===== config.mk =====
export PLATFORM = sky130hd
export DESIGN_NAME = led_key_display_frame_sender_top_flat
export DESIGN_NICKNAME = d
export VERILOG_FILES = /design/src/lkd_pkg.sv /design/src/lkd_if.sv /design/src/lkd_byte_gen.sv /design/src/lkd_shifter.sv /design/src/led_key_display_frame_sender_top.sv /design/src/flat_wrapper.sv
export SDC_FILE = /design/constraint.sdc
export NUM_CORES = 1
export LEC_CHECK = 0
export ABC_CLOCK_PERIOD_IN_PS = 2300
export BUFFER_PORTS_ARGS = -buffer_cell sky130_fd_sc_hd__buf_4
export CAP_MARGIN = 20
export CORE_ASPECT_RATIO = 1.2
export CORE_UTILIZATION = 55
export CTS_CLUSTER_SIZE = 28
export DETAILED_ROUTE_END_ITERATION = 12
export PLACE_DENSITY = 0.78
export SLEW_MARGIN = 5
export SYNTH_ARGS = -nofsm -noshare
export SYNTH_HDL_FRONTEND = slang
export SYNTH_SLANG_ARGS = --single-unit

===== constraint.sdc =====
create_clock -name clk -period 2.3 [get_ports clk]
set_input_delay 0.23 -clock clk [delete_from_list [all_inputs] [get_ports clk]]
set_output_delay 0.23 -clock clk [all_outputs]
set_load 0.005 [all_outputs]

===== src/lkd_pkg.sv =====
// Package: shared types, codes and segment table for the LED frame sender
`timescale 1ns / 1ps
package lkd_pkg;

    typedef enum logic [1:0] {
        FUNC_OFF    = 2'd0,
        FUNC_ON     = 2'd1,
        FUNC_SINGLE = 2'd2,
        FUNC_FOUR   = 2'd3
    } func_t;

    typedef enum logic [1:0] {
        ST_IDLE  = 2'd0,
        ST_LOAD  = 2'd1,
        ST_SHIFT = 2'd2,
        ST_OUT   = 2'd3
    } state_t;

    localparam logic [7:0] CMD_OFF   = 8'h80;
    localparam logic [7:0] CMD_ON    = 8'h88;
    localparam logic [7:0] CMD_WRITE = 8'h40;
    localparam logic [7:0] CMD_ADDR  = 8'hC0;
    localparam logic [7:0] BYTE_NULL = 8'h00;

    localparam logic [3:0] MAX_POSITION = 4'd7;
    localparam logic [3:0] MAX_DIGIT    = 4'd9;
    localparam logic [3:0] LAST_STEP    = 4'd10;

    typedef struct packed {
        logic [1:0] func;
        logic [3:0] position;
        logic [3:0] digit0;
        logic [3:0] digit1;
        logic [3:0] digit2;
        logic [3:0] digit3;
    } req_t;

    typedef struct packed {
        logic [7:0] tx_byte;
        logic       frame_start;
        logic       frame_end;
        logic       last;
    } word_t;

    function automatic logic [7:0] seg_pattern(input logic [3:0] v);
        logic [7:0] p;
        case (v)
            4'd0:    p = 8'h3F;
            4'd1:    p = 8'h06;
            4'd2:    p = 8'h5B;
            4'd3:    p = 8'h4F;
            4'd4:    p = 8'h66;
            4'd5:    p = 8'h6D;
            4'd6:    p = 8'h7D;
            4'd7:    p = 8'h07;
            4'd8:    p = 8'h7F;
            4'd9:    p = 8'h6F;
            default: p = BYTE_NULL;
        endcase
        return p;
    endfunction

endpackage


===== src/lkd_if.sv =====
// Interfaces: request channel and byte word channel
`timescale 1ns / 1ps
interface lkd_req_if;
    logic       valid;
    logic       ready;
    logic [1:0] func;
    logic [3:0] position;
    logic [3:0] digit0;
    logic [3:0] digit1;
    logic [3:0] digit2;
    logic [3:0] digit3;

    modport source (output valid, func, position, digit0, digit1, digit2, digit3,
                    input ready);
    modport sink   (input valid, func, position, digit0, digit1, digit2, digit3,
                    output ready);
endinterface

interface lkd_out_if;
    logic       valid;
    logic       ready;
    logic [7:0] tx_byte;
    logic       frame_start;
    logic       frame_end;
    logic       last;

    modport source (output valid, tx_byte, frame_start, frame_end, last,
                    input ready);
    modport sink   (input valid, tx_byte, frame_start, frame_end, last,
                    output ready);
endinterface


===== src/lkd_byte_gen.sv =====
// Byte generator: word content for one step of a request
`timescale 1ns / 1ps
module lkd_byte_gen
    import lkd_pkg::*;
(
    input  req_t       req,
    input  logic [3:0] step,
    output word_t      word
);

    logic [1:0] digit_idx;
    logic [3:0] digit_val;

    always_comb
    begin
        digit_idx = 2'(step[3:1] - 3'd1);
        case (digit_idx)
            2'd0:    digit_val = req.digit0;
            2'd1:    digit_val = req.digit1;
            2'd2:    digit_val = req.digit2;
            default: digit_val = req.digit3;
        endcase

        word = '0;
        case (func_t'(req.func))
            FUNC_OFF:
            begin
                word = '{tx_byte: CMD_OFF, frame_start: 1'b1, frame_end: 1'b1, last: 1'b1};
            end
            FUNC_ON:
            begin
                word = '{tx_byte: CMD_ON, frame_start: 1'b1, frame_end: 1'b1, last: 1'b1};
            end
            FUNC_SINGLE:
            begin
                if (step == 4'd0)
                begin
                    word.tx_byte     = CMD_ADDR + {3'd0, req.position, 1'b0};
                    word.frame_start = 1'b1;
                end
                else
                begin
                    word.tx_byte   = seg_pattern(req.digit0);
                    word.frame_end = 1'b1;
                    word.last      = 1'b1;
                end
            end
            default:
            begin
                if (step == 4'd0)
                begin
                    word = '{tx_byte: CMD_WRITE, frame_start: 1'b1, frame_end: 1'b1,
                             last: 1'b0};
                end
                else if (step == 4'd1)
                begin
                    word.tx_byte     = CMD_ADDR;
                    word.frame_start = 1'b1;
                end
                else if (step == LAST_STEP)
                begin
                    word = '{tx_byte: CMD_ON, frame_start: 1'b1, frame_end: 1'b1, last: 1'b1};
                end
                else if (!step[0])
                begin
                    word.tx_byte = seg_pattern(digit_val);
                end
                else
                begin
                    word.tx_byte   = BYTE_NULL;
                    word.frame_end = (step == 4'd9);
                end
            end
        endcase
    end

endmodule


===== src/lkd_shifter.sv =====
// Bit shifter: sends a byte LSB first, each bit in a drive phase then a sample phase, with readback
`timescale 1ns / 1ps
module lkd_shifter
(
    input  logic       clk,
    input  logic       rst_n,
    input  logic       start,
    input  logic [7:0] load_byte,
    output logic       done,
    output logic [7:0] sent_byte
);

    logic       busy_reg,  busy_next;
    logic       done_reg,  done_next;
    logic [3:0] phase_reg, phase_next;
    logic [7:0] tx_reg,    tx_next;
    logic [7:0] rx_reg,    rx_next;
    logic       data_reg,  data_next;

    always_comb
    begin
        busy_next  = busy_reg;
        done_next  = 1'b0;
        phase_next = phase_reg;
        tx_next    = tx_reg;
        rx_next    = rx_reg;
        data_next  = data_reg;
        if (start)
        begin
            busy_next  = 1'b1;
            phase_next = 4'd0;
            tx_next    = load_byte;
        end
        else if (busy_reg)
        begin
            phase_next = phase_reg + 4'd1;
            if (!phase_reg[0])
            begin
                data_next = tx_reg[0];
            end
            else
            begin
                rx_next = {data_reg, rx_reg[7:1]};
                tx_next = {1'b0, tx_reg[7:1]};
            end
            if (phase_reg == 4'd15)
            begin
                busy_next = 1'b0;
                done_next = 1'b1;
            end
        end
    end

    always_ff @(posedge clk or negedge rst_n)
    begin
        if (!rst_n)
        begin
            busy_reg  <= 1'b0;
            done_reg  <= 1'b0;
            phase_reg <= 4'd0;
        end
        else
        begin
            busy_reg  <= busy_next;
            done_reg  <= done_next;
            phase_reg <= phase_next;
        end
    end

    always_ff @(posedge clk)
    begin
        tx_reg   <= tx_next;
        rx_reg   <= rx_next;
        data_reg <= data_next;
    end

    assign done      = done_reg;
    assign sent_byte = rx_reg;

endmodule


===== src/led_key_display_frame_sender_top.sv =====
// Top level: LED controller frame sender, sequencer around a shared bit shifter
//
//  channel | dir | handshake     | word
//  req     | in  | valid/ready   | func, position, digit0..digit3
//  rsp     | out | valid/ready   | tx_byte, frame_start, frame_end, last
//
// Each byte goes through the load, shift and out states, and the out state holds
// until rsp.ready; a four-digit request sends 11 bytes. The bit shifter sends the 8
// bits of each byte, and its readback is the byte that rsp carries.
// One request at a time; req.ready is high only when idle.
// Rejected requests are taken while idle and emit nothing.
// Reset is asynchronous, active low, and returns to idle.
`timescale 1ns / 1ps
module led_key_display_frame_sender_top
    import lkd_pkg::*;
(
    input  logic             clk,
    input  logic             rst_n,
    lkd_req_if.sink          req,
    lkd_out_if.source        rsp
);

    state_t     state_reg, state_next;
    logic [3:0] step_reg,  step_next;
    req_t       req_reg,   req_next;
    word_t      out_reg,   out_next;
    word_t      info_reg,  info_next;
    word_t      gen_word;
    req_t       req_in;
    logic       shift_start;
    logic       shift_done;
    logic [7:0] sent_byte;
    logic       reject;

    assign req_in = '{func: req.func, position: req.position, digit0: req.digit0,
                      digit1: req.digit1, digit2: req.digit2, digit3: req.digit3};

    lkd_byte_gen u_byte_gen
    (
        .req  (req_reg),
        .step (step_reg),
        .word (gen_word)
    );

    lkd_shifter u_shifter
    (
        .clk       (clk),
        .rst_n     (rst_n),
        .start     (shift_start),
        .load_byte (gen_word.tx_byte),
        .done      (shift_done),
        .sent_byte (sent_byte)
    );

    always_comb
    begin
        reject = (func_t'(req.func) == FUNC_SINGLE) &&
                 ((req.position > MAX_POSITION) || (req.digit0 > MAX_DIGIT));
    end

    always_comb
    begin
        state_next  = state_reg;
        step_next   = step_reg;
        req_next    = req_reg;
        out_next    = out_reg;
        info_next   = info_reg;
        shift_start = 1'b0;
        req.ready   = 1'b0;
        rsp.valid   = 1'b0;
        case (state_reg)
            ST_IDLE:
            begin
                req.ready = 1'b1;
                if (req.valid)
                begin
                    req_next  = req_in;
                    step_next = 4'd0;
                    if (!reject)
                    begin
                        state_next = ST_LOAD;
                    end
                end
            end
            ST_LOAD:
            begin
                shift_start = 1'b1;
                info_next   = gen_word;
                state_next  = ST_SHIFT;
            end
            ST_SHIFT:
            begin
                if (shift_done)
                begin
                    out_next         = info_reg;
                    out_next.tx_byte = sent_byte;
                    state_next       = ST_OUT;
                end
            end
            ST_OUT:
            begin
                rsp.valid = 1'b1;
                if (rsp.ready)
                begin
                    if (out_reg.last)
                    begin
                        state_next = ST_IDLE;
                    end
                    else
                    begin
                        step_next  = step_reg + 4'd1;
                        state_next = ST_LOAD;
                    end
                end
            end
            default:
            begin
                state_next = ST_IDLE;
            end
        endcase
    end

    always_ff @(posedge clk or negedge rst_n)
    begin
        if (!rst_n)
        begin
            state_reg <= ST_IDLE;
            step_reg  <= 4'd0;
        end
        else
        begin
            state_reg <= state_next;
            step_reg  <= step_next;
        end
    end

    always_ff @(posedge clk)
    begin
        req_reg  <= req_next;
        out_reg  <= out_next;
        info_reg <= info_next;
    end

    assign rsp.tx_byte     = out_reg.tx_byte;
    assign rsp.frame_start = out_reg.frame_start;
    assign rsp.frame_end   = out_reg.frame_end;
    assign rsp.last        = out_reg.last;

    a_no_overlap: assert property (@(posedge clk) disable iff (!rst_n)
        rsp.valid |-> !req.ready)
        else $error("request taken while a word is pending");

    a_done_in_shift: assert property (@(posedge clk) disable iff (!rst_n)
        shift_done |-> (state_reg == ST_SHIFT))
        else $error("shifter finished outside the shift state");

    a_last_returns_idle: assert property (@(posedge clk) disable iff (!rst_n)
        (rsp.valid && rsp.ready && rsp.last) |=> (state_reg == ST_IDLE))
        else $error("sequencer did not return to idle after the last word");

    a_step_range: assert property (@(posedge clk) disable iff (!rst_n)
        (state_reg != ST_IDLE) |-> (step_reg <= LAST_STEP))
        else $error("step counter beyond the last step");

endmodule

===== src/flat_wrapper.sv =====
// flat-port wrapper written by rule: the top's interface ports become plain ports
module led_key_display_frame_sender_top_flat import lkd_pkg::*;
  (clk, rst_n, req_valid, req_func, req_position, req_digit0, req_digit1, req_digit2, req_digit3, req_ready, rsp_valid, rsp_tx_byte, rsp_frame_start, rsp_frame_end, rsp_last, rsp_ready);
  lkd_req_if req_i ();
  lkd_out_if rsp_i ();
  input  logic clk;
  input  logic rst_n;
  input wire logic [$bits(req_i.valid)-1:0] req_valid;
  input wire logic [$bits(req_i.func)-1:0] req_func;
  input wire logic [$bits(req_i.position)-1:0] req_position;
  input wire logic [$bits(req_i.digit0)-1:0] req_digit0;
  input wire logic [$bits(req_i.digit1)-1:0] req_digit1;
  input wire logic [$bits(req_i.digit2)-1:0] req_digit2;
  input wire logic [$bits(req_i.digit3)-1:0] req_digit3;
  output wire logic [$bits(req_i.ready)-1:0] req_ready;
  output wire logic [$bits(rsp_i.valid)-1:0] rsp_valid;
  output wire logic [$bits(rsp_i.tx_byte)-1:0] rsp_tx_byte;
  output wire logic [$bits(rsp_i.frame_start)-1:0] rsp_frame_start;
  output wire logic [$bits(rsp_i.frame_end)-1:0] rsp_frame_end;
  output wire logic [$bits(rsp_i.last)-1:0] rsp_last;
  input wire logic [$bits(rsp_i.ready)-1:0] rsp_ready;
  assign req_i.valid = req_valid;
  assign req_i.func = req_func;
  assign req_i.position = req_position;
  assign req_i.digit0 = req_digit0;
  assign req_i.digit1 = req_digit1;
  assign req_i.digit2 = req_digit2;
  assign req_i.digit3 = req_digit3;
  assign req_ready = req_i.ready;
  assign rsp_valid = rsp_i.valid;
  assign rsp_tx_byte = rsp_i.tx_byte;
  assign rsp_frame_start = rsp_i.frame_start;
  assign rsp_frame_end = rsp_i.frame_end;
  assign rsp_last = rsp_i.last;
  assign rsp_i.ready = rsp_ready;
  led_key_display_frame_sender_top u_core (.clk(clk), .rst_n(rst_n), .req(req_i), .rsp(rsp_i));
endmodule

== Yosys cells after proc, flatten, opt, wreduce, memory -nomap -nowiden ==
Memory sizes are Yosys's and may differ from the RTL's. A register that Yosys moved wholly into a read port is not among the register bits.
Index checks and enable logic that the tools add are counted.

* Add/sub/neg operators: 4
* Order comparisons: 2
* Equal/unequal tests: 17
* Muxes and demuxes: 38
* Bitwise logic cells: 2
* Reductions and logical operators: 16

{| class="wikitable"
|+ Operators with widths
! operator !! number
|-
| 8-bit 2-to-1 mux || 6
|-
| 11-bit one-hot mux with 3 select lines || 1
|-
| 4-bit 2-to-1 mux || 6
|-
| 1-bit 2-to-1 mux || 14
|-
| 4-bit == test, second input constant || 3
|-
| 2-bit 2-to-1 mux || 6
|-
| 4-bit one-hot mux with 3 select lines || 1
|-
| 11-bit 2-to-1 mux || 1
|-
| 2-bit == test, second input constant || 5
|-
| 2-bit inequality test, second input constant || 5
|-
| 9-bit 2-to-1 mux || 1
|-
| 4-bit by 1-bit adder with 4-bit output, second input constant || 2
|-
| 7-bit by 6-bit adder with 8-bit output, first input constant || 1
|-
| 2-bit one-hot mux with 4 select lines || 1
|-
| 4-bit one-hot mux with 2 select lines || 1
|-
| 4-bit AND reduction || 2
|-
| 2-bit by 1-bit == test with 1-bit output, second input constant || 3
|-
| 2-bit logical NOT || 3
|-
| 2-bit AND reduction || 3
|-
| 3-bit AND reduction || 2
|-
| 2-bit nonzero test || 3
|-
| 4-bit by 1-bit == test with 1-bit output, second input constant || 1
|-
| 4-bit by 3-bit greater-than comparator with 1-bit output, second input constant || 1
|-
| 4-bit greater-than comparator, second input constant || 1
|-
| other kinds (5) || 6
|}

* Bits in registers: 65
* Bits in read-only memories: 224
* Input bits: 26
* Output and inout port bits: 13
* Word-level logic and storage cells: 102
* Memories: 2

{| class="wikitable"
|+ Memories
! memory !! words !! bits a word !! rd ports !! clocked after Yosys merged registers in !! wr ports !! line !! text
|-
| (no name shown) || 16 || 7 || 1 || 1 || 0 || lkd_pkg.sv:47 || <nowiki>case (v)</nowiki>
|-
| (no name shown) || 16 || 7 || 1 || 0 || 0 || lkd_pkg.sv:47 ||
|}

== Logic depth before layout (Yosys ltp) ==
An unclocked memory read counts as a cell.

* Depth after elaboration: 10
* Mapped depth: 8
* Mapped depth without buffers: 8

== By module ==
A second synthesis with hierarchy kept.

* Cells, all modules: 255
* Area, all modules: 3301.9 um^2

{| class="wikitable"
|+ Modules (own cells, without submodules)
! module !! times used !! cells an instance !! area each (um^2) !! sequential area each (um^2)
|-
| led_key_display_frame_sender_top || 1 || 87 || 1542.7 || 1231.2
|-
| lkd_shifter || 1 || 54 || 934.6 || 660.6
|-
| lkd_byte_gen || 1 || 114 || 824.5 || 0.0
|}

== Least setup slack after synthesis ==
OpenSTA, ideal clock, no wires.

* Path kind: flip-flop to flip-flop
* Start point: register u_core.state_reg[0]
* End point: register (tool-made name)
* Data arrival time: 1.935 ns
* Data required time: 2.183 ns
* Slack: 0.249 ns
* Stages on the path, launching flop included: 8
* Buffers on the path: 0
* Cells stage by stage: dfrtp_1 inv_1 ha_1 nand2_2 mux2i_1 inv_1 ha_1 a22o_1

{| class="wikitable"
|+ RTL lines
! item !! line !! text
|-
| start, declared || led_key_display_frame_sender_top.sv:23 || <nowiki>state_t state_reg, state_next;</nowiki>
|-
| start signal, assigned || led_key_display_frame_sender_top.sv:132 || <nowiki>state_reg <= state_next;</nowiki>
|}

== Worst setup path after layout ==
* Start point: register u_core.step_reg[1]
* End point: register u_core.u_shifter.tx_reg[4], data pin

* Longest elaborated chain between the ends: 10

{| class="wikitable"
|+ Ends and longest elaborated chain
! item !! line !! text
|-
| start, declared || led_key_display_frame_sender_top.sv:24 || <nowiki>logic [3:0] step_reg, step_next;</nowiki>
|-
| start signal, assigned || led_key_display_frame_sender_top.sv:133 || <nowiki>step_reg <= step_next;</nowiki>
|-
| 2-bit by 1-bit subtractor with 2-bit output || lkd_byte_gen.sv:16 || <nowiki>digit_idx = 2'(step[3:1] - 3'd1);</nowiki>
|-
| 2-bit == test, or another cell as far along || lkd_byte_gen.sv:17 || <nowiki>case (digit_idx)</nowiki>
|-
| 4-bit one-hot mux with 3 select lines || lkd_byte_gen.sv:17 ||
|-
| memory 16 x 7 bit || n/a ||
|-
| 8-bit 2-to-1 mux || lkd_byte_gen.sv:64 || <nowiki>else if (!step[0])</nowiki>
|-
| 8-bit 2-to-1 mux || lkd_byte_gen.sv:60 || <nowiki>else if (step == LAST_STEP)</nowiki>
|-
| 9-bit 2-to-1 mux || lkd_byte_gen.sv:55 || <nowiki>else if (step == 4'd1)</nowiki>
|-
| 11-bit 2-to-1 mux || lkd_byte_gen.sv:50 || <nowiki>if (step == 4'd0)</nowiki>
|-
| 11-bit one-hot mux with 3 select lines (*) || lkd_byte_gen.sv:25 || <nowiki>case (func_t'(req.func))</nowiki>
|-
| 8-bit 2-to-1 mux (*) || lkd_shifter.sv:28 || <nowiki>if (start)</nowiki>
|-
| named net u_core.u_shifter.tx_next[4] || lkd_shifter.sv:16 || <nowiki>logic [7:0] tx_reg, tx_next;</nowiki>
|-
| end signal, assigned || lkd_shifter.sv:72 || <nowiki>tx_reg <= tx_next;</nowiki>
|-
| end, declared || lkd_shifter.sv:16 ||
|}

The timed path passes the listed nets; every way through them passes the cells marked *.
A chain may end at the register's enable or synchronous reset.

==> run_results.csv <==
group,metric,value,unit
clock_tree,h-tree-depth,3,
global_routing,grt_util_met2,37.27,%
logic_synthesis,yosysTopAreaCellShare,46.19,%
timing,achievable-frequency,0.4527,GHz
outcome,outcome,"complete, no violations",
floorplan,initial_core_util,56.95,%
layout,areaGrowthSynthToFinish,17.83,%
clock_tree,cts_root_buffer,"clkbuf_8",
detailed_routing,antenna_left,0,
clock_tree,cts_inserted_buffers,9,
clock_tree,cts.sinks,72,
placed_design,dpl.hpwl,4504,um
logic_synthesis,ys_types,57,
timing,fin_tns_setup,0,ns
detailed_routing,drt_wl_total,6039,um
global_routing,grt_busiest_layer,"met2",
logic_synthesis,yosysTopAreaCell,"edfxtp_1",
floorplan,design.die.area,0.006587,mm^2
detailed_routing,vias,2168,
worst_setup_path,r2r-end,"u_core.u_shifter.tx_reg[4]",
worst_setup_path,reg2reg_slack,0.09,ns
logic_synthesis,synthMostInstantiatedCell,"edfxtp_1",
global_routing,overflow,0,
pwr,power.leakage,0.001672,uW
worst_setup_path,cp-endpoint,"u_core.u_shifter.tx_reg[4]",
detailed_routing,drc_errors,0,
clock_tree,post_cts_buffers,0,
flow_run,maxCapViolations,0,
worst_setup_path,r2r-start,"u_core.step_reg[1]",
detailed_routing,routedWlPerCell,15.37,um
floorplan,die_x,74.26,um
logic_synthesis,synth.avg_cell_area,13.46,um^2
worst_setup_path,slowest_delay,0.61,ns
layout,final_nets,352,
min_path,hp-class,"input port to flop",
worst_setup_path,worst_path_max_delay_cell,"or4_1",
worst_setup_path,rr_worst_depth,6,
worst_setup_path,cp_cell_sequence,"inv_1 -> ha_1 -> or3b_2 -> nand2_1 -> or4_1 -> o21ai_0",
logic_synthesis,synthesis.area,0.003446,mm^2
layout,largest_reg_flops,22,
global_routing,grt_pass1_wl,9563,um
logic_synthesis,synthFlopType,"edfxtp_1",
worst_setup_path,crit_type,"flop to flop",
detailed_routing,first_iter_violations,127,
timing,finalCritPeriodShare,96.04,%
timing,slew_violations,0,
floorplan,dieHeight,88.71,um
pwr,irDropWorstVdd,0.7333,mV
pwr,p_per_area,1208,mW/mm^2
clock_tree,clockBufferDepth,2,
logic_synthesis,yosysWarnings,0,
logic_synthesis,syn_nets,302,
logic_synthesis,synth_edf_count,53,
global_routing,grt_pass1_vias,2110,
worst_setup_path,crit_path_start,"u_core.step_reg[1]",
logic_synthesis,ys_seq_area_share,58.97,%
timing,final-hold-violation-count,0,
worst_setup_path,end_kind,"flop",
detailed_routing,dr.pass1.iters,4,
placed_design,io_buffers,38,
worst_setup_path,worstPathArrival,2.37,ns
logic_synthesis,synth-seq-cells,72,
logic_synthesis,synth_area_leaders,"edfxtp_1, dfrtp_1, ha_1",
placed_design,gp_congestion,0.7891,
clock_tree,clk_pin_slew,0.07,ns
detailed_routing,routed_via_density,5.517,
logic_synthesis,synthArstFlopShare,16.67,%
clock_tree,cts_tree,"built",
global_routing,grt_util_met3,6.150,%
timing,worst_slew_pin_slew,0.4733,ns
layout,drive_gt1_share,25.72,%
worst_setup_path,cp.required,2.46,ns
logic_synthesis,synth_common_cells,"edfxtp_1, ha_1, inv_1",
floorplan,io_pins,39,
global_routing,antenna_found_initial,0,
worst_setup_path,start_kind,"flop",
worst_setup_path,worstPathMaxFanout,7,
timing,worst_slew_margin_rel,68.16,%
global_routing,grtUsageTotal,20.59,%
global_routing,met1_usage,21.34,%
timing,final.setup_skew,0.01174,ns
logic_synthesis,syn_inst,256,
clock_tree,clk_latency,0.34,ns
floorplan,core_region_area,0.006051,mm^2
timing,period_minus_slack,2.209,ns
timing,setup_viol,0,
pwr,power.total,4904,uW
timing,rsz0062_at_grt,"no",
floorplan,rows,31,
layout,diodes,0,
global_routing,grt_max_degree,21,
-- area by class of cell --
type | instances | area, um^2
fillers | 469 | 1991
repair buffers | 48 | 362.8
inverters | 18 | 67.56
clock inverters | 5 | 73.82
clock buffers | 11 | 131.4
flip-flops and latches | 72 | 2032
multi-input cells | 157 | 1290
well taps | 82 | 102.6
-- critical path: cells and delay by family (launching register included) --
kind | cells | cell delay (ns)
AND/OR/NAND/NOR | 3 | 0.93
flip-flops | 1 | 0.49
adder cells (fa/ha/maj) | 1 | 0.21
AO/OA/AOI/OAI | 1 | 0.29
buffers and inverters | 1 | 0.10
-- cell families (layout without fill, tap and decap cells) --
family	Yosys count	count (layout)	synth area share [%]
AND/OR/NAND/NOR	58	58	9.841
adder cells (fa/ha/maj)	20	20	7.262
XOR/XNOR	4	4	1.017
AO/OA/AOI/OAI	52	52	10.60
buffers and inverters	27	82	3.667
flip-flops	72	72	58.97
multiplexers	23	23	8.642
-- metrics by stage --
step | setup WS [ns] | hold slack, ns | util, % | instance area [um^2] | std cells
2_1_floorplan | 0.2486 | -0.06559 | - | 3446 | 256
3_3_place_gp | 0.2243 | 0.07835 | 63.50 | 3842 | 376
3_5_place_dp | 0.1725 | 0.08010 | 63.50 | 3842 | 376
4_1_cts | 0.1601 | 0.04205 | 67.06 | 4058 | 393
5_1_grt | 0.007220 | 0.03561 | 67.10 | 4060 | 393
6_report | 0.09110 | 0.06143 | 67.10 | 4060 | 393
-- report_power, final --
group,switching (uW),internal [uW]
Combinational,949,764
Clock,432,604
Sequential,216,1940
Total,1600,3310
-- layout by cell type (no fill, tap or decap), types with 3 or more instances in the layout --
cell and count:
o21ai_0 8, a31oi_1 4, a21o_1 3, clkbuf_8 9, dfrtp_1 12, nand2_1 12, nand2b_1 4, o31ai_1 3
mux2_2 5, nor2_1 14, ha_1 19, nand3_1 4, a22oi_1 3, buf_4 47, mux2i_1 13, o22ai_1 5
nor2b_1 4, inv_1 18, edfxtp_1 53, dfxtp_1 7, a21oi_1 10
-- worst min path at each step --
stage                    startpoint                   to  slack [ns]  depth (start not counted)
floorplan                     rst_n  u_core.state_reg[0]       -0.07                          0
global placement              rst_n   u_core.step_reg[3]        0.08                          1
detailed placement            rst_n   u_core.step_reg[3]        0.08                          1
CTS                 req_position[2]   u_core.req_reg[18]        0.04                          1
global route        req_position[2]   u_core.req_reg[18]        0.04                          1
finish              req_position[1]   u_core.req_reg[17]        0.06                          1
-- repair_timing --
action / in CTS / in global routing
resized for setup: 0 / 1
endpoints found under the setup margin: 0 / 2
hold endpoints to repair: 12 / 0
hold buffers: 1 / 0
-- metal layers --
metal	wire length (um)	vias to the layer above
met3	260	18
li1	-	1057
met1	2395	1034
met2	3227	59
met4	155	0
met5	0	-
Note: power is estimated with default switching activity, not from simulation.
